File: src/rtl/core/sfcs_pkg.sv
// ---------------------------------------------------------------------------
// sfcs_pkg
// Types, constants and command tables of the SPI flash command sequencer.
// ---------------------------------------------------------------------------
`default_nettype none

package sfcs_pkg;

    // Stored widths of the flash address and fast-read length.
    localparam int ADDR_BITS = 24;
    localparam int LEN_BITS  = 16;

    // Fixed port field widths.
    localparam int ADDR_FIELD_W = 24;
    localparam int HOST_W       = 16;

    // Command queue between front and back.
    localparam int QDEPTH    = 4;
    localparam int QPTR_BITS = $clog2(QDEPTH);

    // Flash opcodes.
    localparam logic [7:0] FL_RDSR  = 8'h05;
    localparam logic [7:0] FL_WREN  = 8'h06;
    localparam logic [7:0] FL_WRDI  = 8'h04;
    localparam logic [7:0] FL_WRSR  = 8'h01;
    localparam logic [7:0] FL_RDID  = 8'h90;
    localparam logic [7:0] FL_SE    = 8'h20;
    localparam logic [7:0] FL_PP    = 8'h02;
    localparam logic [7:0] FL_FREAD = 8'h0B;
    localparam logic [7:0] FL_DUMMY = 8'h00;

    typedef logic [ADDR_BITS-1:0]    addr_t;
    typedef logic [LEN_BITS-1:0]     len_t;
    typedef logic [ADDR_FIELD_W-1:0] addr_field_t;
    typedef logic [QPTR_BITS-1:0]    qptr_t;
    typedef logic [QPTR_BITS:0]      qcnt_t;

    typedef enum logic [2:0] {
        OP_STATUS,
        OP_WEN,
        OP_WDIS,
        OP_WSR,
        OP_ID,
        OP_ERASE,
        OP_PROGRAM,
        OP_READ
    } op_t;

    typedef enum logic [1:0] {
        PH_IDLE,
        PH_SEQ,
        PH_DATA,
        PH_POLL
    } phase_t;

    typedef enum logic [1:0] {
        KIND_BUS,
        KIND_DATA,
        KIND_DONE
    } kind_t;

    // Classified input transaction as held in the queue.
    typedef struct packed {
        logic       is_reply;
        op_t        op;
        addr_t      addr;
        logic [7:0] value;
        len_t       len;
        logic [7:0] reply;
    } entry_t;

    typedef struct packed {
        kind_t             kind;
        logic [7:0]        tx;
        logic              rel;
        logic [HOST_W-1:0] host;
        logic              last;
    } result_t;

    typedef struct packed {
        logic [7:0] data;
        logic       rel;
    } bus_byte_t;

    typedef struct packed {
        logic full;
        logic empty;
    } q_status_t;

    // Number of transfers in the fixed part of each command.
    function automatic logic [3:0] seq_len(op_t op);
        logic [3:0] n;
        unique case (op)
            OP_STATUS:  n = 4'd2;
            OP_WEN:     n = 4'd1;
            OP_WDIS:    n = 4'd1;
            OP_WSR:     n = 4'd2;
            OP_ID:      n = 4'd9;
            OP_ERASE:   n = 4'd5;
            OP_PROGRAM: n = 4'd6;
            OP_READ:    n = 4'd5;
        endcase
        return n;
    endfunction

    // Bus byte and chip select release of transfer idx of the fixed part.
    function automatic bus_byte_t seq_byte(op_t op, logic [3:0] idx, addr_field_t addr,
                                           logic [7:0] held, logic len_zero);
        bus_byte_t b;
        b.data = FL_DUMMY;
        b.rel  = 1'b0;
        unique case (op)
            OP_STATUS:
            begin
                b.data = (idx == 4'd1) ? FL_DUMMY : FL_RDSR;
                b.rel  = (idx == 4'd1);
            end
            OP_WEN:
            begin
                b.data = FL_WREN;
                b.rel  = 1'b1;
            end
            OP_WDIS:
            begin
                b.data = FL_WRDI;
                b.rel  = 1'b1;
            end
            OP_WSR:
            begin
                b.data = (idx == 4'd1) ? held : FL_WRSR;
                b.rel  = (idx == 4'd1);
            end
            OP_ID:
            begin
                unique case (idx)
                    4'd0:
                    begin
                        b.data = FL_WREN;
                        b.rel  = 1'b1;
                    end
                    4'd1:    b.data = FL_WRSR;
                    4'd2:    b.rel  = 1'b1;
                    4'd3:    b.data = FL_RDID;
                    default: b.rel  = (idx == 4'd8);
                endcase
            end
            OP_ERASE:
            begin
                unique case (idx)
                    4'd0:
                    begin
                        b.data = FL_WREN;
                        b.rel  = 1'b1;
                    end
                    4'd1:    b.data = FL_SE;
                    4'd2:    b.data = addr[23:16];
                    4'd3:    b.data = addr[15:8];
                    default:
                    begin
                        b.data = addr[7:0];
                        b.rel  = 1'b1;
                    end
                endcase
            end
            OP_PROGRAM:
            begin
                unique case (idx)
                    4'd0:
                    begin
                        b.data = FL_WREN;
                        b.rel  = 1'b1;
                    end
                    4'd1:    b.data = FL_PP;
                    4'd2:    b.data = addr[23:16];
                    4'd3:    b.data = addr[15:8];
                    4'd4:    b.data = addr[7:0];
                    default:
                    begin
                        b.data = held;
                        b.rel  = 1'b1;
                    end
                endcase
            end
            OP_READ:
            begin
                unique case (idx)
                    4'd0:    b.data = FL_FREAD;
                    4'd1:    b.data = addr[23:16];
                    4'd2:    b.data = addr[15:8];
                    4'd3:    b.data = addr[7:0];
                    default: b.rel  = len_zero;
                endcase
            end
        endcase
        return b;
    endfunction

endpackage

`default_nettype wire

File: src/rtl/core/sfcs_in_if.sv
// ---------------------------------------------------------------------------
// sfcs_in_if
// Request channel: host commands and flash reply bytes.
// ---------------------------------------------------------------------------
`default_nettype none

interface sfcs_in_if;
    logic        valid;
    logic        ready;
    logic        req_type;
    logic [2:0]  command;
    logic [23:0] address;
    logic [7:0]  write_value;
    logic [15:0] read_length;
    logic [7:0]  reply_byte;

    modport source (
        output valid, req_type, command, address, write_value, read_length, reply_byte,
        input  ready
    );
    modport sink (
        input  valid, req_type, command, address, write_value, read_length, reply_byte,
        output ready
    );
endinterface

`default_nettype wire

File: src/rtl/core/sfcs_out_if.sv
// ---------------------------------------------------------------------------
// sfcs_out_if
// Result channel: bus transfers, host data and completion.
// ---------------------------------------------------------------------------
`default_nettype none

interface sfcs_out_if;
    logic        valid;
    logic        ready;
    logic [1:0]  out_kind;
    logic [7:0]  tx_byte;
    logic        release_after;
    logic [15:0] host_value;
    logic        last;

    modport source (
        output valid, out_kind, tx_byte, release_after, host_value, last,
        input  ready
    );
    modport sink (
        input  valid, out_kind, tx_byte, release_after, host_value, last,
        output ready
    );
endinterface

`default_nettype wire

File: src/rtl/core/sfcs_front.sv
// ---------------------------------------------------------------------------
// sfcs_front
// Accepts request transactions, classifies and masks them into queue entries.
// ---------------------------------------------------------------------------
`default_nettype none

module sfcs_front (
    sfcs_in_if.sink              request,
    input  sfcs_pkg::q_status_t  q_status,
    output logic                 push,
    output sfcs_pkg::entry_t     push_data
);

    assign request.ready = !q_status.full;
    assign push          = request.valid && !q_status.full;

    always_comb
    begin
        push_data.is_reply = request.req_type;
        push_data.op       = sfcs_pkg::op_t'(request.command);
        push_data.addr     = sfcs_pkg::addr_t'(request.address);
        push_data.value    = request.write_value;
        push_data.len      = sfcs_pkg::len_t'(request.read_length);
        push_data.reply    = request.reply_byte;
    end

endmodule

`default_nettype wire

File: src/rtl/core/sfcs_queue.sv
// ---------------------------------------------------------------------------
// sfcs_queue
// Small FIFO of classified entries between front and back.
// ---------------------------------------------------------------------------
`default_nettype none

module sfcs_queue (
    input  logic                 clk,
    input  logic                 rst_n,
    input  logic                 push,
    input  sfcs_pkg::entry_t     push_data,
    input  logic                 pop,
    output sfcs_pkg::entry_t     pop_data,
    output sfcs_pkg::q_status_t  q_status
);

    sfcs_pkg::entry_t  slot_reg [sfcs_pkg::QDEPTH];
    sfcs_pkg::qptr_t   wr_ptr_reg, wr_ptr_next;
    sfcs_pkg::qptr_t   rd_ptr_reg, rd_ptr_next;
    sfcs_pkg::qcnt_t   count_reg, count_next;

    function automatic sfcs_pkg::qptr_t bump(sfcs_pkg::qptr_t p);
        return (p == sfcs_pkg::qptr_t'(sfcs_pkg::QDEPTH - 1)) ? '0 : p + 1'b1;
    endfunction

    assign q_status.full  = (count_reg == sfcs_pkg::qcnt_t'(sfcs_pkg::QDEPTH));
    assign q_status.empty = (count_reg == '0);
    assign pop_data       = slot_reg[rd_ptr_reg];

    always_comb
    begin
        wr_ptr_next = push ? bump(wr_ptr_reg) : wr_ptr_reg;
        rd_ptr_next = pop  ? bump(rd_ptr_reg) : rd_ptr_reg;
        count_next  = count_reg;
        if (push && !pop)
            count_next = count_reg + 1'b1;
        else if (pop && !push)
            count_next = count_reg - 1'b1;
    end

    always_ff @(posedge clk or negedge rst_n)
    begin
        if (!rst_n)
        begin
            wr_ptr_reg <= '0;
            rd_ptr_reg <= '0;
            count_reg  <= '0;
        end
        else
        begin
            wr_ptr_reg <= wr_ptr_next;
            rd_ptr_reg <= rd_ptr_next;
            count_reg  <= count_next;
        end
    end

    always_ff @(posedge clk)
    begin
        if (push)
            slot_reg[wr_ptr_reg] <= push_data;
    end

endmodule

`default_nettype wire

File: src/rtl/core/sfcs_back.sv
// ---------------------------------------------------------------------------
// sfcs_back
// Command sequencer: retires one queue entry per cycle unless output stalls,
// emits results via an output register, one pending slot for a second result.
// ---------------------------------------------------------------------------
`default_nettype none

module sfcs_back (
    input  logic                 clk,
    input  logic                 rst_n,
    input  sfcs_pkg::entry_t     pop_data,
    input  sfcs_pkg::q_status_t  q_status,
    output logic                 pop,
    sfcs_out_if.source           result
);

    sfcs_pkg::phase_t   phase_reg, phase_next;
    sfcs_pkg::op_t      op_reg, op_next;
    sfcs_pkg::addr_t    target_reg, target_next;
    logic [7:0]         held_reg, held_next;
    sfcs_pkg::len_t     bytes_left_reg, bytes_left_next;
    logic [3:0]         byte_index_reg, byte_index_next;
    logic [7:0]         maker_id_reg, maker_id_next;
    logic               polling_busy_reg, polling_busy_next;

    sfcs_pkg::result_t  out_reg, pend_reg;
    logic               out_valid_reg, pend_valid_reg;

    sfcs_pkg::result_t  r0, r1;
    logic               r0_valid, r1_valid;

    logic               slot_free;
    logic [3:0]         idx_inc;
    logic               seq_more;
    sfcs_pkg::len_t     bytes_dec;
    sfcs_pkg::entry_t   e;

    function automatic sfcs_pkg::result_t bus_res(sfcs_pkg::bus_byte_t b, logic last);
        sfcs_pkg::result_t r;
        r      = '0;
        r.kind = sfcs_pkg::KIND_BUS;
        r.tx   = b.data;
        r.rel  = b.rel;
        r.last = last;
        return r;
    endfunction

    function automatic sfcs_pkg::result_t host_res(sfcs_pkg::kind_t k,
                                                   logic [sfcs_pkg::HOST_W-1:0] v,
                                                   logic last);
        sfcs_pkg::result_t r;
        r      = '0;
        r.kind = k;
        r.host = v;
        r.last = last;
        return r;
    endfunction

    assign e         = pop_data;
    assign slot_free = !out_valid_reg || result.ready;
    assign pop       = slot_free && !pend_valid_reg && !q_status.empty;
    assign idx_inc   = byte_index_reg + 4'd1;
    assign seq_more  = (idx_inc < sfcs_pkg::seq_len(op_reg));
    assign bytes_dec = bytes_left_reg - 1'b1;

    // Next phase.
    always_comb
    begin
        phase_next = phase_reg;
        if (!e.is_reply)
        begin
            if (phase_reg == sfcs_pkg::PH_IDLE)
                phase_next = sfcs_pkg::PH_SEQ;
        end
        else
        begin
            unique case (phase_reg)
                sfcs_pkg::PH_IDLE: phase_next = sfcs_pkg::PH_IDLE;
                sfcs_pkg::PH_SEQ:
                begin
                    if (!seq_more)
                    begin
                        unique case (op_reg)
                            sfcs_pkg::OP_ERASE,
                            sfcs_pkg::OP_PROGRAM: phase_next = sfcs_pkg::PH_POLL;
                            sfcs_pkg::OP_READ:
                                phase_next = (bytes_left_reg != '0) ? sfcs_pkg::PH_DATA
                                                                    : sfcs_pkg::PH_POLL;
                            default:              phase_next = sfcs_pkg::PH_IDLE;
                        endcase
                    end
                end
                sfcs_pkg::PH_DATA:
                begin
                    if (bytes_dec == '0)
                        phase_next = sfcs_pkg::PH_POLL;
                end
                sfcs_pkg::PH_POLL:
                begin
                    if (polling_busy_reg && !e.reply[0])
                        phase_next = sfcs_pkg::PH_IDLE;
                end
            endcase
        end
    end

    // Results and datapath state.
    always_comb
    begin
        r0                = '0;
        r1                = '0;
        r0_valid          = 1'b0;
        r1_valid          = 1'b0;
        op_next           = op_reg;
        target_next       = target_reg;
        held_next         = held_reg;
        bytes_left_next   = bytes_left_reg;
        byte_index_next   = byte_index_reg;
        maker_id_next     = maker_id_reg;
        polling_busy_next = polling_busy_reg;
        if (!e.is_reply)
        begin
            if (phase_reg == sfcs_pkg::PH_IDLE)
            begin
                op_next           = e.op;
                target_next       = e.addr;
                held_next         = e.value;
                bytes_left_next   = e.len;
                byte_index_next   = '0;
                polling_busy_next = 1'b0;
                r0_valid          = 1'b1;
                r0 = bus_res(sfcs_pkg::seq_byte(e.op, 4'd0,
                                                sfcs_pkg::addr_field_t'(e.addr),
                                                e.value, e.len == '0), 1'b1);
            end
        end
        else
        begin
            unique case (phase_reg)
                sfcs_pkg::PH_IDLE:
                begin
                    r0_valid = 1'b0;
                end
                sfcs_pkg::PH_SEQ:
                begin
                    if (op_reg == sfcs_pkg::OP_ID && byte_index_reg == 4'd7)
                        maker_id_next = e.reply;
                    byte_index_next = idx_inc;
                    r0_valid        = 1'b1;
                    if (seq_more)
                        r0 = bus_res(sfcs_pkg::seq_byte(op_reg, idx_inc,
                                                        sfcs_pkg::addr_field_t'(target_reg),
                                                        held_reg, bytes_left_reg == '0),
                                     1'b1);
                    else
                    begin
                        unique case (op_reg)
                            sfcs_pkg::OP_STATUS:
                            begin
                                r0 = host_res(sfcs_pkg::KIND_DATA, {8'd0, e.reply}, 1'b0);
                                r1 = host_res(sfcs_pkg::KIND_DONE, {8'd0, e.reply}, 1'b1);
                                r1_valid = 1'b1;
                            end
                            sfcs_pkg::OP_ID:
                            begin
                                r0 = host_res(sfcs_pkg::KIND_DATA, {maker_id_reg, e.reply},
                                              1'b0);
                                r1 = host_res(sfcs_pkg::KIND_DONE, {maker_id_reg, e.reply},
                                              1'b1);
                                r1_valid = 1'b1;
                            end
                            sfcs_pkg::OP_WEN,
                            sfcs_pkg::OP_WDIS,
                            sfcs_pkg::OP_WSR:
                                r0 = host_res(sfcs_pkg::KIND_DONE, '0, 1'b1);
                            sfcs_pkg::OP_READ:
                            begin
                                if (bytes_left_reg != '0)
                                    r0 = bus_res('{data: sfcs_pkg::FL_DUMMY,
                                                   rel: bytes_left_reg == sfcs_pkg::len_t'(1)},
                                                 1'b1);
                                else
                                begin
                                    r0 = bus_res('{data: sfcs_pkg::FL_RDSR, rel: 1'b0}, 1'b1);
                                    polling_busy_next = 1'b0;
                                end
                            end
                            sfcs_pkg::OP_ERASE,
                            sfcs_pkg::OP_PROGRAM:
                            begin
                                r0 = bus_res('{data: sfcs_pkg::FL_RDSR, rel: 1'b0}, 1'b1);
                                polling_busy_next = 1'b0;
                            end
                        endcase
                    end
                end
                sfcs_pkg::PH_DATA:
                begin
                    r0 = host_res(sfcs_pkg::KIND_DATA, {8'd0, e.reply}, 1'b0);
                    r0_valid        = 1'b1;
                    r1_valid        = 1'b1;
                    bytes_left_next = bytes_dec;
                    if (bytes_dec != '0)
                        r1 = bus_res('{data: sfcs_pkg::FL_DUMMY,
                                       rel: bytes_dec == sfcs_pkg::len_t'(1)}, 1'b1);
                    else
                    begin
                        r1 = bus_res('{data: sfcs_pkg::FL_RDSR, rel: 1'b0}, 1'b1);
                        polling_busy_next = 1'b0;
                    end
                end
                sfcs_pkg::PH_POLL:
                begin
                    r0_valid = 1'b1;
                    if (!polling_busy_reg)
                    begin
                        polling_busy_next = 1'b1;
                        r0 = bus_res('{data: sfcs_pkg::FL_DUMMY, rel: 1'b1}, 1'b1);
                    end
                    else if (e.reply[0])
                    begin
                        polling_busy_next = 1'b0;
                        r0 = bus_res('{data: sfcs_pkg::FL_RDSR, rel: 1'b0}, 1'b1);
                    end
                    else
                    begin
                        polling_busy_next = 1'b0;
                        r0 = host_res(sfcs_pkg::KIND_DONE, {8'd0, e.reply}, 1'b1);
                    end
                end
            endcase
        end
    end

    always_ff @(posedge clk or negedge rst_n)
    begin
        if (!rst_n)
        begin
            phase_reg        <= sfcs_pkg::PH_IDLE;
            op_reg           <= sfcs_pkg::OP_STATUS;
            target_reg       <= '0;
            held_reg         <= '0;
            bytes_left_reg   <= '0;
            byte_index_reg   <= '0;
            maker_id_reg     <= '0;
            polling_busy_reg <= 1'b0;
            out_valid_reg    <= 1'b0;
            pend_valid_reg   <= 1'b0;
        end
        else
        begin
            if (pop)
            begin
                phase_reg        <= phase_next;
                op_reg           <= op_next;
                target_reg       <= target_next;
                held_reg         <= held_next;
                bytes_left_reg   <= bytes_left_next;
                byte_index_reg   <= byte_index_next;
                maker_id_reg     <= maker_id_next;
                polling_busy_reg <= polling_busy_next;
            end
            if (slot_free)
            begin
                if (pend_valid_reg)
                begin
                    out_valid_reg  <= 1'b1;
                    pend_valid_reg <= 1'b0;
                end
                else if (pop)
                begin
                    out_valid_reg  <= r0_valid;
                    pend_valid_reg <= r1_valid;
                end
                else
                    out_valid_reg  <= 1'b0;
            end
        end
    end

    always_ff @(posedge clk)
    begin
        if (slot_free)
            out_reg <= pend_valid_reg ? pend_reg : r0;
        if (pop)
            pend_reg <= r1;
    end

    assign result.valid         = out_valid_reg;
    assign result.out_kind      = out_reg.kind;
    assign result.tx_byte       = out_reg.tx;
    assign result.release_after = out_reg.rel;
    assign result.host_value    = out_reg.host;
    assign result.last          = out_reg.last;

endmodule

`default_nettype wire

File: src/rtl/core/spi_flash_command_sequencer.sv
// ---------------------------------------------------------------------------
// spi_flash_command_sequencer
// SPI NOR flash command sequencer, one full-duplex byte transfer per step.
// ---------------------------------------------------------------------------
// A host command (req_type 0) starts a flash command and yields its first bus
// transfer; every reply byte (req_type 1) moves the sequence on by one step.
// The request channel takes one transaction per cycle while the four-entry
// command queue has room. The back end retires one queue entry per cycle
// while the output register is free and its pending slot is empty; an entry
// that yields two results (data plus finish, or data plus the next bus
// transfer) parks the second in the pending slot of the output register.
// A request's first result goes through the queue and the output register.
// Host commands that arrive while a command runs and reply bytes that arrive
// while idle are consumed and produce no result.
`default_nettype none

module spi_flash_command_sequencer (
    input  wire logic  clk,
    input  wire logic  rst_n,
    sfcs_in_if.sink    request,
    sfcs_out_if.source result
);

    // Front to queue.
    logic                 push;
    sfcs_pkg::entry_t     push_data;

    // Queue to back.
    logic                 pop;
    sfcs_pkg::entry_t     pop_data;
    sfcs_pkg::q_status_t  q_status;

    // Front: classifies each request transaction and masks its fields to the
    // stored widths; back-pressure comes only from the queue filling up.
    sfcs_front u_front (
        .request   (request),
        .q_status  (q_status),
        .push      (push),
        .push_data (push_data)
    );

    // Queue: decouples acceptance from sequencing so a stalled result
    // channel does not stop the request side at once.
    sfcs_queue u_queue (
        .clk       (clk),
        .rst_n     (rst_n),
        .push      (push),
        .push_data (push_data),
        .pop       (pop),
        .pop_data  (pop_data),
        .q_status  (q_status)
    );

    // Back: the command state machine (fixed byte sequence, fast-read data
    // phase, status polling) and the result output register.
    sfcs_back u_back (
        .clk       (clk),
        .rst_n     (rst_n),
        .pop_data  (pop_data),
        .q_status  (q_status),
        .pop       (pop),
        .result    (result)
    );

endmodule

`default_nettype wire

File: src/flat_wrapper.sv
// flat-port wrapper written by rule: the top's interface ports become plain ports
module spi_flash_command_sequencer_flat 
  (clk, rst_n, request_valid, request_req_type, request_command, request_address, request_write_value, request_read_length, request_reply_byte, request_ready, result_valid, result_out_kind, result_tx_byte, result_release_after, result_host_value, result_last, result_ready);
  sfcs_in_if request_i ();
  sfcs_out_if result_i ();
  input  wire logic clk;
  input  wire logic rst_n;
  input wire logic [$bits(request_i.valid)-1:0] request_valid;
  input wire logic [$bits(request_i.req_type)-1:0] request_req_type;
  input wire logic [$bits(request_i.command)-1:0] request_command;
  input wire logic [$bits(request_i.address)-1:0] request_address;
  input wire logic [$bits(request_i.write_value)-1:0] request_write_value;
  input wire logic [$bits(request_i.read_length)-1:0] request_read_length;
  input wire logic [$bits(request_i.reply_byte)-1:0] request_reply_byte;
  output wire logic [$bits(request_i.ready)-1:0] request_ready;
  output wire logic [$bits(result_i.valid)-1:0] result_valid;
  output wire logic [$bits(result_i.out_kind)-1:0] result_out_kind;
  output wire logic [$bits(result_i.tx_byte)-1:0] result_tx_byte;
  output wire logic [$bits(result_i.release_after)-1:0] result_release_after;
  output wire logic [$bits(result_i.host_value)-1:0] result_host_value;
  output wire logic [$bits(result_i.last)-1:0] result_last;
  input wire logic [$bits(result_i.ready)-1:0] result_ready;
  assign request_i.valid = request_valid;
  assign request_i.req_type = request_req_type;
  assign request_i.command = request_command;
  assign request_i.address = request_address;
  assign request_i.write_value = request_write_value;
  assign request_i.read_length = request_read_length;
  assign request_i.reply_byte = request_reply_byte;
  assign request_ready = request_i.ready;
  assign result_valid = result_i.valid;
  assign result_out_kind = result_i.out_kind;
  assign result_tx_byte = result_i.tx_byte;
  assign result_release_after = result_i.release_after;
  assign result_host_value = result_i.host_value;
  assign result_last = result_i.last;
  assign result_i.ready = result_ready;
  spi_flash_command_sequencer u_core (.clk(clk), .rst_n(rst_n), .request(request_i), .result(result_i));
endmodule
File: config.mk
export PLATFORM = sky130hd
export DESIGN_NAME = spi_flash_command_sequencer_flat
export DESIGN_NICKNAME = d
export VERILOG_FILES = /design/src/rtl/core/sfcs_pkg.sv /design/src/rtl/core/sfcs_in_if.sv /design/src/rtl/core/sfcs_out_if.sv /design/src/rtl/core/sfcs_front.sv /design/src/rtl/core/sfcs_queue.sv /design/src/rtl/core/sfcs_back.sv /design/src/rtl/core/spi_flash_command_sequencer.sv /design/src/flat_wrapper.sv
export SDC_FILE = /design/constraint.sdc
export NUM_CORES = 1
export LEC_CHECK = 0
export BUFFER_PORTS_ARGS = -buffer_cell sky130_fd_sc_hd__buf_4
export CORE_ASPECT_RATIO = 0.9
export CORE_MARGIN = 2
export CORE_UTILIZATION = 30
export CTS_CLUSTER_DIAMETER = 80
export DETAILED_ROUTE_END_ITERATION = 7
export PLACE_DENSITY = 0.46
export SLEW_MARGIN = 10
export SYNTH_ARGS = -nofsm -noshare
export SYNTH_HDL_FRONTEND = slang
export SYNTH_SLANG_ARGS = --single-unit
File: constraint.sdc
create_clock -name clk -period 2.9 [get_ports clk]
set_input_delay 0.145 -clock clk [delete_from_list [all_inputs] [get_ports clk]]
set_output_delay 0.145 -clock clk [all_outputs]
set_load 0.005 [all_outputs]
After elaboration in Yosys (flattened, before gate mapping)
Memory sizes are Yosys's and may differ from the RTL's.
Cells that the tools add are included.
Widths: inputs -> output; s select.
{"block": "totals", "reg_bits": 131, "output_inout_bits": 30, "ramBits": 240, "mem_bits_ro": 32, "memories": 2, "elab_cells": 176}
{"memory": "u_core.u_queue.slot_reg", "words": 4, "word_bits": 60, "rd": 1, "rd_clocked_by_memory_dff": 0, "write_ports": 1, "line_no": "sfcs_queue.sv:17", "rtl": "sfcs_pkg::entry_t slot_reg [sfcs_pkg::QDEPTH];"}
{"memory": "(name not given)", "words": 8, "word_bits": 4, "rd": 1, "rd_clocked_by_memory_dff": 0, "write_ports": 0, "line_no": "sfcs_pkg.sv:93", "rtl": "unique case (op)"}
{"block": "op_classes", "eq_ne": 37, "bitwise_logic": 1, "magnitude_cmp": 1, "reduce_logical": 42, "n_mux": 64, "addsub": 6}
{"cell": "$mux 28", "n": 6}
{"cell": "$pmux 28 s5", "n": 1}
{"cell": "$pmux 28 s2", "n": 2}
{"cell": "$pmux 28 s3", "n": 1}
{"cell": "$pmux 9 s8", "n": 1}
{"cell": "$pmux 8 s4", "n": 2}
{"cell": "$mux 16", "n": 3}
{"cell": "$pmux 9 s5", "n": 1}
{"cell": "$mux 21", "n": 2}
{"cell": "$pmux 8 s5", "n": 1}
{"cell": "$eq 16x1->1 const B", "n": 2}
{"cell": "$logic_not 16->1", "n": 2}
{"cell": "$reduce_bool 16->1", "n": 2}
{"cell": "$eq 3x3->1 const B", "n": 9}
{"cell": "$mux 26", "n": 1}
{"cell": "$pmux 8 s3", "n": 1}
{"cell": "$mux 1", "n": 21}
{"cell": "$sub 16x1->16 const B", "n": 1}
{"cell": "$mux 2", "n": 7}
{"cell": "$eq 3x2->1 const B", "n": 4}
{"cell": "$mux 4", "n": 3}
{"cell": "$ne 3x3->1 const B", "n": 4}
{"cell": "$reduce_or 4->1", "n": 3}
{"cell": "$logic_not 3->1", "n": 3}
{"cell": "35 further kinds", "n": 68}

Longest topological paths before layout
Gate-level depths: netlist of the first run.
{"block": "depth", "word_depth": 9, "ltp_mapped": 12, "ltp_nobuf": 11}

Cells and area by module
A second synthesis of the first run with hierarchy kept.
{"block": "unflattened", "hier_cells": 1115, "hier_area_um2": 16116.7}
{"module": "sfcs_queue", "n_inst": 1, "cells_each": 351, "seq_area_each_um2": 7382.1, "area_each_um2": 9142.5}
{"module": "sfcs_back", "n_inst": 1, "cells_each": 702, "seq_area_each_um2": 3143.0, "area_each_um2": 6513.7}
{"module": "sfcs_front", "n_inst": 1, "cells_each": 62, "seq_area_each_um2": 0.0, "area_each_um2": 460.4}

Worst setup path before layout of the first run
No wires, ideal clock.
{"block": "synth_timing", "kind": "register to register", "start": "register u_core.u_back.op_reg[0]", "end": "register u_core.u_back.out_reg, in the netlist u_core.u_back.result.release_after, data pin", "t_arrival_ps": 2948, "period_less_slack_ps": 3203, "slack_ps": -303, "setup_time_ps": 254, "stages_incl_launch_ff": 13, "path_cell_list": "dfrtp_1 -> inv_1 -> ha_1 -> clkbuf_1 -> nor2b_1 -> or2_2 -> ha_1 -> maj3_1 -> a221oi_4 -> nand2b_1 -> nor4_1 -> or4_1 -> o21a_1"}
{"block": "synth_between", "elab_chain_cells": 7, "word_cells_on_any_way": 18, "cone_classes": "order compare: 1; eq/ne: 7; mux: 6; reduce/logical: 3; memory: 1"}
{"element": "start: declaration", "line_no": "sfcs_back.sv:18", "rtl": "sfcs_pkg::op_t op_reg, op_next;"}
{"element": "start signal: assignment", "line_no": "sfcs_back.sv:240", "rtl": "op_reg <= sfcs_pkg::OP_STATUS;"}
{"element": "start signal: assignment", "line_no": "sfcs_back.sv:255", "rtl": "op_reg <= op_next;"}
{"element": "branches (longest 3 deep; another with $mem_v2 8x4)"}
{"element": "$mux 28 *", "line_no": "sfcs_back.sv:150", "rtl": "if (seq_more)"}
{"element": "$pmux 28 s3 *", "line_no": "sfcs_back.sv:139", "rtl": "unique case (phase_reg)"}
{"element": "$mux 28 *", "line_no": "sfcs_back.sv:121", "rtl": "if (!e.is_reply)"}
{"element": "$mux 28 *", "line_no": "sfcs_back.sv:284", "rtl": "out_reg <= pend_valid_reg ? pend_reg : r0;"}
{"element": "end signal: assignment", "line_no": "sfcs_back.sv:284"}
{"element": "end: declaration", "line_no": "sfcs_back.sv:26", "rtl": "sfcs_pkg::result_t out_reg, pend_reg;"}
Mark *: on every way between the ends. The select of a mux whose other input is x is not followed.
A chain may end at the register's enable or synchronous reset.

Worst setup path in the final report of the first run
Same ends and word-level chain as after synthesis.

==> results of run 1 <==
==> cells by family (layout without fill, tap and decap cells) <==
group	Yosys count	count (layout)	synth area share [%]
DFF	363	363	67.2
and+or+nand+nor	242	242	7.87
AOI/OAI and AO/OA	194	194	8.36
muxes	111	111	12.2
buffers and inverters	72	330	1.88
adders and majority gates	27	27	2.19
xor gates and xnor gates	5	5	0.280
other	0	1	0
==> area by class of cell <==
cell class	count	area share (%)
Clock inverter	25	1.35
Clock buffer	51	5.61
Antenna cell	1	0.0127
Inverter	22	0.419
Sequential cell	363	53.5
Multi-Input combinational cell	579	25.0
Tap cell	688	4.37
Timing Repair Buffer	232	9.74
==> tightest hold or removal path, delay by kind of cell <==
kind                   cells  cell delay, ns
buffers and inverters      1            0.08
AND/OR/NAND/NOR            1            0.09
AO/OA/AOI/OAI              1            0.24
==> power groups by stage <==
stage	clock, mW	combinational (mW)	sequential, mW
after floorplan	0	5.15	7.85
after CTS	5.42	8.16	8.08
after global placement	0	7.96	8.15
final	5.26	8.14	8.07
after global routing	5.63	8.92	8.22
after detailed placement	0	8.00	8.17
==> placed cells by master, fill, tap and decap left out, types with 8 or more instances in the layout <==
cell type | synthesis | layout
sky130_fd_sc_hd__buf_4 | 0 | 169
sky130_fd_sc_hd__o21ai_0 | 40 | 38
sky130_fd_sc_hd__nand4_1 | 9 | 9
sky130_fd_sc_hd__dfrtp_1 | 75 | 73
sky130_fd_sc_hd__a21oi_1 | 53 | 51
sky130_fd_sc_hd__nor2b_1 | 11 | 10
sky130_fd_sc_hd__edfxtp_1 | 288 | 288
sky130_fd_sc_hd__a22o_1 | 18 | 18
sky130_fd_sc_hd__clkinv_2 | 0 | 8
sky130_fd_sc_hd__ha_1 | 25 | 23
sky130_fd_sc_hd__dlygate4sd3_1 | 0 | 61
sky130_fd_sc_hd__nand3_1 | 14 | 14
sky130_fd_sc_hd__nor2_1 | 41 | 41
sky130_fd_sc_hd__nand2_1 | 78 | 78
sky130_fd_sc_hd__mux4_2 | 59 | 59
sky130_fd_sc_hd__inv_1 | 21 | 19
sky130_fd_sc_hd__and2_1 | 16 | 16
sky130_fd_sc_hd__nor3_1 | 16 | 15
sky130_fd_sc_hd__mux2_2 | 45 | 45
sky130_fd_sc_hd__clkbuf_1 | 30 | 8
sky130_fd_sc_hd__a22oi_1 | 13 | 13
sky130_fd_sc_hd__clkbuf_16 | 0 | 43
==> how the worst min path moves through the flow <==
stage / startpoint / endpoint / slack (ns) / cells after the start
CTS: result_ready / u_core.u_back.pend_valid_reg / 0.02 / 3
global route: result_ready / u_core.u_back.pend_valid_reg / 0.05 / 3
detailed placement: rst_n / u_core.u_back.result.valid / 0.25 / 1
global placement: rst_n / u_core.u_back.maker_id_reg[6] / 0.25 / 1
finish: result_ready / u_core.u_back.pend_valid_reg / 0.04 / 3
floorplan: rst_n / u_core.u_back.byte_index_reg[0] / -0.15 / 0
==> routing by layer <==
metal	share of wire (%)	GRT usage (%)	wire length [um]
met3	4.2	2.84	1640
met1	49	21.1	18900
met5	0	0	0
met2	45	22.1	17500
met4	2.5	4.72	992
==> repair_timing <==
action | CTS | global route
hold endpoints to repair | 282 | 0
gates resized for setup | 5 | 8
gates cloned | 0 | 0
hold buffers | 61 | 0
pin swaps | 6 | 8
endpoints found under the setup margin | 26 | 18
setup buffers | 2 | 1
==> through the flow <==
| step | cell area, um2 | std cells | utilization (%) | worst slack, ns | power, mW |
|---|---|---|---|---|---|
| final | 19700 | 1961 | 38.2 | -0.00840 | 21.5 |
| after global routing | 19700 | 1961 | 38.2 | -0.0930 | 22.8 |
| after CTS | 19700 | 1959 | 38.1 | -0.0314 | 21.7 |
| after detailed placement | 17600 | 1820 | 34.2 | -0.103 | 16.2 |
| after global placement | 17600 | 1820 | 34.2 | -0.0713 | 16.1 |
| after floorplan | 15700 | 1014 | - | -0.0430 | 13.0 |
==> results list, run 1 <==
- Post-DRT Antenna Nets: 0
* RD Place Congestion: 0.818
* Share of the yosys chip area belonging to registers: 67.2%
* FF-to-FF Start: u_core.u_back.op_reg[0]
* RSZ-0062 raised after global routing: yes
* Num ports: 94
- Number of vias per cell after detailed routing: 4.86
- In this run the biggest area consumer among cell types represents 55.3% of the synthesized area.
- Proportion of layout cells with a drive suffix above 1: 29.6%
* Clock group share of total power: 24.5%
- Port buffering added 93 buffers.
- Worst Path Required: 3.22 ns
* Final setup violation count: 2
* Synthesized netlist cell count: 1,014
- The root buffer cell chosen for the clock tree is sky130_fd_sc_hd__clkbuf_16.
* Antenna violations before repair: 1
- The biggest area contributor in the post-synthesis netlist is sky130_fd_sc_hd__edfxtp_1.
* Switching part of the total power: 34.4%
- Worst hold path class: input pin to flop
- For this design the static power due to leakage is 7.18 nW.
- Number of vias after detailed routing: 9,522
- The wire-length estimate of the detail-placed layout is 25.9 mm.
- Setup Crit Path Kind: flop to flop
- Entering global routing, the biggest net connects 61 pins.
* Kind of cell adding the most delay to the critical path: simple AND/OR/NAND/NOR gates
- Cell with the most instances on the worst path: sky130_fd_sc_hd__ha_4
- H-tree depth: 2
- Final hold viol count: 0
* Total detailed-routing wirelength: 39.0 mm
- The Yosys step of the flow raised 0 warnings.
* Shortest period the worst path allows: 2.91 ns
* Number of register bits inferred by synthesis: 363
- Worst slew margin relative to its limit: 51.5%
- Summed over all failing endpoints, the final setup total negative slack is -0.0103 ns.
- Proportion of power drawn by combinational gates: 37.9%
* Critical register-to-register path endpoint: u_core.u_back.result.release_after
* Starting density of the core: 30.3%
- The worst register-to-register path has a setup slack of -0.008 ns.
- Total standard cell area after synthesis: 0.0157 mm2
- Per-instance average area after synthesis: 15.4 um2
- Compared with the post-synthesis result, the final layout area differs by 25.9%.
- Outcome: complete, but fails checks
- Row generation in the floorplan step produced 79 rows.
- Data on the critical path arrives at its endpoint at 3.23 ns.
- Post-Route Hold Slack: 0.0408 ns
- The die covers 0.0540 mm2.
- After global routing the overflow that remains totals 0.
* Total routing resource utilization after global routing: 14.6%
- After the first detailed-routing iteration, the DRC count stood at 589.
- Critical-path cell list: inv_2 -> ha_4 -> nor2b_4 -> or2_4 -> ha_4 -> maj3_2 -> a221oi_4 -> nand2b_4 -> nor4_2 -> or4_1 -> o21a_1
* Power density cells: 1090 mW/mm2
- In this run the number of cells on the critical path is 11.
- Summing all multi-input logic gate instances after layout gives 0.00493 mm2.
- The internal portion of the total power is 14.1 mW.
* DRC Markers: 0
* Distinct cells, synth: 74
- IR analysis of the VDD net gives a maximum drop of 0.407 mV.
- Synth cell count leaders: sky130_fd_sc_hd__edfxtp_1 (288), sky130_fd_sc_hd__nand2_1 (78), sky130_fd_sc_hd__dfrtp_1 (75)
- In this run the worst setup path terminates at u_core.u_back.result.release_after.
- TritonCTS created 42 clock buffers.
- Area inside the core boundary: 0.0516 mm2
- Of all flip-flops after synthesis, the portion carrying an async set or reset was 20.7%.
- Ys flop type: sky130_fd_sc_hd__edfxtp_1
- In this run the vertical extent of the chip is 221 um.
- In this run the horizontal extent of the chip is 245 um.
- Summed over all nets, the switching power comes to 7.38 mW.
- Maximum clock insertion buffer count: 3
- The final reports fail on negative setup slack.
- Timing startpoint of the critical path: u_core.u_back.op_reg[0]
- STA classifies the critical path startpoint as a flop.
- Period Utilization, post-route: 100%
* Source-to-sink clock delay at the later pin of the worst-skew pair: 0.56 ns
- Clock tree skew after final layout: 0.0217 ns
- In the post-route analysis, the smallest setup slack over all paths is -0.00840 ns.
- Number of cells on the worst reg-to-reg path: 11
* Number of flops mapped to enable cells by yosys: 288
- Before antenna repair, the detailed router went through 5 iterations.
- Final net count: 1,330
- For the pin with the worst max-slew slack, the measured transition is 0.722 ns.
* Wire length of the first global-routing pass: 60.0 mm
* Via count of the first global-routing pass: 9,732
- Synthesis produced a netlist with a net count of 1,104.
- Largest cells by area after synthesis: sky130_fd_sc_hd__edfxtp_1 (55%), sky130_fd_sc_hd__dfrtp_1 (12%), sky130_fd_sc_hd__mux4_2 (8.5%), sky130_fd_sc_hd__mux2_2 (3.2%), sky130_fd_sc_hd__ha_1 (2.0%)
* Post-CTS clock slew at the launch and capture registers of the worst setup and hold paths: 0.06 ns
- The clock net in this run drives a total of 363 sinks.
- Average wire per cell in the routed design: 19.9 um
- Summing all flip-flop and latch instances after layout gives 0.0105 mm2.
* Crit path max fanout: 4
- Total count of max-transition violations in the final report: 0
- After filler insertion, the fill cell instance count of the layout stands at 4,885.
* Maximum operating frequency: 0.344 GHz
- Count of buffer and inverter cells on the critical path: 1
- Capturing element type of the critical path: flop
- The register with the most flip-flops in the layout has 240 of them.
- Number of max-capacitance violations reported: 0
* Most used standard cell by instance count after synthesis: sky130_fd_sc_hd__edfxtp_1
- Crit path max-delay cell type: sky130_fd_sc_hd__dfrtp_1
* Flop pwr share: 37.6%
* Delay contributed by the slowest stage of the critical path: 0.39 ns
- TritonCTS built the clock tree.
No activity file was read; power rests on OpenSTA's default activity.
==> run 2: changes to the inputs <==
--- a/config.mk
+++ b/config.mk
@@ -12,6 +12,7 @@
 export CTS_CLUSTER_DIAMETER = 80
 export DETAILED_ROUTE_END_ITERATION = 7
 export PLACE_DENSITY = 0.46
+export SETUP_SLACK_MARGIN = 0.4
 export SLEW_MARGIN = 10
 export SYNTH_ARGS = -nofsm -noshare
 export SYNTH_HDL_FRONTEND = slang
==> run 2 against run 1 <==
Against the previous run: the run now ends clean; clock skew fell by 0.0088 ns; sequential power is essentially flat; register-to-register slack improved by 0.02 ns; total power fell by 0.26%; clock-buffer cell count grew 10; clock power is 6.3% lower; flip-flop and latch count unchanged; combinational power grew 3.8%.
==> results list, run 2 (synthesized netlist as in run 1, its figures left out) <==
* Clock net sink count: 363 (unchanged)
- Final setup violation count: 0 (was 2)
- The most common library cell in the layout ignoring fill and taps was sky130_fd_sc_hd__edfxtp_1 (unchanged).
* Total routing resource utilization after global routing: 14.3% (was 14.6%)
- Clock root buffer: sky130_fd_sc_hd__clkbuf_16 (unchanged)
- The share of power burned in the clock network is 23.0% (was 24.5%).
- Relative area change from synthesis to final layout: 26.1% (was 25.9%)
- First-iteration detailed-routing DRC count: 616 (was 589)
- The number of antenna diodes was 0 (was 1).
- The arrival time at the worst endpoint came to 3.19 ns (was 3.23 ns).
* Wire length of the first global-routing pass: 59.1 mm (was 60.0 mm)
- Crit path max-delay cell type: sky130_fd_sc_hd__or4_1 (was sky130_fd_sc_hd__dfrtp_1)
- X dimension of the die: 245 um (unchanged)
* Leakage power: 7.17 nW (was 7.18 nW)
- Total CTS buffers: 41 (was 42)
* Flop pwr share: 37.5% (was 37.6%)
- Maximum operating frequency: 0.347 GHz (was 0.344 GHz)
- The endpoint required time on the critical path came to 3.21 ns (was 3.22 ns).
- The worst path setup slack after routing came to 0.0149 ns (was -0.00840 ns).
- Outcome: finished clean (was complete, but fails checks)
- The total of max-cap violations came to 0 (unchanged).
- The number of hold violations in the final report is 0 (unchanged).
- FF-to-FF Start: u_core.u_back.op_reg[0] (unchanged)
- Total detailed-routing wirelength: 37.7 mm (was 39.0 mm)
* Internal power summed over all cells: 14.1 mW (about the same)
- The area inside the core boundary was 0.0516 mm2 (unchanged).
- The number of I/O pins came to 94 (unchanged).
- The slew at the pin with the worst max-slew slack came to 0.745 ns (was 0.722 ns).
- DRC Markers: 0 (unchanged)
* Kind of cell adding the most delay to the critical path: simple AND/OR/NAND/NOR gates (unchanged)
- The kind of start point of the critical path was a flop (unchanged).
* Post-CTS clock slew at the launch and capture registers of the worst setup and hold paths: 0.06 ns (about the same)
* Sum of overflow across all layers after global routing: 0 (unchanged)
- Total count of max-transition violations in the final report: 0 (unchanged)
- The power per cell area is 1080 mW/mm2 (was 1090 mW/mm2).
- Worst hold path class: input pin to flop (unchanged)
- The worst min-delay path startpoint is result_ready (unchanged).
- Largest register FFs: 240 (unchanged)
- The average vias per placed instance is 4.82 (was 4.86).
- Worst Hold Path Cells: 4 (was 3)
* Capturing element type of the critical path: flop (unchanged)
- The level count of the clock H-tree was 2 (unchanged).
- RSZ-0062 raised after global routing: yes (unchanged)
- The number of buffer and inverter instances along the worst setup path was 1 (unchanged).
- The die span in y is 221 um (unchanged).
* Utilization after layout: 38.3% (was 38.2%)
- The worst-case hold path end point was u_core.u_back.result.host_value[3] (was u_core.u_back.pend_valid_reg).
- Top library cells by usage in the layout, fill and taps aside: sky130_fd_sc_hd__edfxtp_1 (288), sky130_fd_sc_hd__buf_4 (157), sky130_fd_sc_hd__nand2_1 (77) (was sky130_fd_sc_hd__edfxtp_1 (288), sky130_fd_sc_hd__buf_4 (169), sky130_fd_sc_hd__nand2_1 (78))
- Number of vias after detailed routing: 9,418 (was 9,522)
* Filler instances: 4,903 (was 4,885)
* Critical register-to-register path endpoint: u_core.u_back.result.release_after (unchanged)
- The net count of the finished layout is 1,324 (was 1,330).
* Net switching power: 7.33 mW (was 7.38 mW)
- The most frequent cell on the critical path is sky130_fd_sc_hd__ha_4 (unchanged).
* Setup Crit Path Kind: flop to flop (unchanged)
- Critical-path cell list: inv_2 -> ha_4 -> nor2b_4 -> or2_4 -> ha_4 -> maj3_2 -> a221oi_4 -> nand2b_4 -> nor4_1 -> or4_1 -> o21a_1 (was inv_2 -> ha_4 -> nor2b_4 -> or2_4 -> ha_4 -> maj3_2 -> a221oi_4 -> nand2b_4 -> nor4_2 -> or4_1 -> o21a_1)
* Pre-CTS WS: -0.162 ns (was -0.103 ns)
- The clock period minus worst slack was 2.89 ns (was 2.91 ns).
* Switching part of the total power: 34.2% (was 34.4%)
- The initial cell density of the core is 30.3% (unchanged).
- Clock tree skew after final layout: 0.0129 ns (was 0.0217 ns)
* Source-to-sink clock delay at the later pin of the worst-skew pair: 0.55 ns (was 0.56 ns)
- The detailed-route wire length per cell is 19.3 um (was 19.9 um).
- The final weighted congestion of routability-driven global placement is 0.823 (was 0.818).
- Delay contributed by the slowest stage of the critical path: 0.39 ns (about the same)
- Post-DRT Antenna Nets: 0 (unchanged)
- Via count of the first global-routing pass: 9,747 (was 9,732)
- The number of antenna violations at the first check in global routing was 0 (was 1).
* Max VDD drop: 0.390 mV (was 0.407 mV)
- The headroom to the max-slew limit came to 49.9% (was 51.5%).
- The fraction of layout instances using a drive strength above 1 came to 31.6% (was 29.6%).
* Crit path max fanout: 3 (was 4)
- HPWL reported at the end of detailed placement: 24.7 mm (was 25.9 mm)
* 1st-pass router iterations: 7 (was 5)
- Maximum clock insertion buffer count: 3 (unchanged)
- Post-Route Hold Slack: 0.108 ns (was 0.0408 ns)
- The number of standard-cell rows in the floorplan is 79 (unchanged).
- Buffers on Ports: 93 (unchanged)
- Largest net degree at the start of global routing: 61 (unchanged)
- The slack of the worst reg-to-reg path was 0.01 ns (was -0.008 ns).
* Proportion of power drawn by combinational gates: 39.5% (was 37.9%)
- The die area came to 0.0540 mm2 (unchanged).
- The CTS tree is done (unchanged).
* Number of cells on the worst reg-to-reg path: 11 (unchanged)
* Period Utilization, post-route: 99.5% (was 100%)
## run 2: worst max-delay path by stage
stage / end / slack [ns] / cells past startpoint / from
final: u_core.u_back.result.release_after / 0.01 / 11 / u_core.u_back.op_reg[0]
after global placement: u_core.u_back.result.host_value[13] / -0.09 / 11 / u_core.u_back.op_reg[0]
after detailed placement: u_core.u_back.result.host_value[12] / -0.16 / 11 / u_core.u_back.op_reg[0]
after floorplan: u_core.u_back.result.release_after / -0.04 / 11 / u_core.u_back.op_reg[0]
after global routing: u_core.u_back.result.release_after / -0.09 / 11 / u_core.u_back.op_reg[0]
after CTS: u_core.u_back.result.host_value[3] / 0.02 / 11 / u_core.u_back.op_reg[0]
## run 2: power groups by stage
stage / clock network, mW / logic (mW) / registers, mW
5_1_grt: 5.31 / 9.29 / 8.21
4_1_cts: 5.11 / 8.26 / 8.06
3_3_place_gp: 0 / 7.89 / 8.13
6_report: 4.93 / 8.45 / 8.04
2_1_floorplan: 0 / 5.20 / 7.84
3_5_place_dp: 0 / 7.95 / 8.14
## run 2: final cells by class
type                            instances  area (um2)  area share [%]
Sequential cell                       363       10500            53.3
Multi-Input combinational cell        579        5060            25.6
Timing Repair Buffer                  227        1930            9.75
Clock buffer                           61        1170            5.93
Tap cell                              688         861            4.36
Clock inverter                         12         109           0.551
Inverter                               22        85.1           0.431
## run 2: metrics by stage
step	total power, mW	instances	cell area (um2)	setup TNS (ns)
final	21.4	1952	19700	0
after detailed placement	16.1	1809	17600	-1.44
after global placement	16.0	1809	17600	-0.781
after global routing	22.8	1952	19700	-1.47
after CTS	21.4	1946	19600	0
after floorplan	13.0	1014	15700	-0.156
## run 2: routing by layer
| layer | wire, um | part of all wire [%] | up-vias | GRT usage (%) |
|---|---|---|---|---|
| li1 | - | - | 4427 | - |
| met3 | 1480 | 3.9 | 49 | 2.44 |
| met4 | 764 | 2.0 | 0 | 4.63 |
| met1 | 17800 | 47 | 4783 | 20.1 |
| met2 | 17600 | 47 | 159 | 22.7 |
| met5 | 0 | 0 | - | 0 |
## run 2: worst min-delay path: cells and delay by family
kind	cells	cell delay [ns]
buf+inv	3	0.31
simple gates	1	0.07
## run 2: repair_timing
action	in CTS	in global routing
pin swaps	10	16
resized for setup	22	29
hold buffers	61	0
endpoints found under the setup margin	56	61
hold endpoints to repair	280	0
buffers inserted	3	6
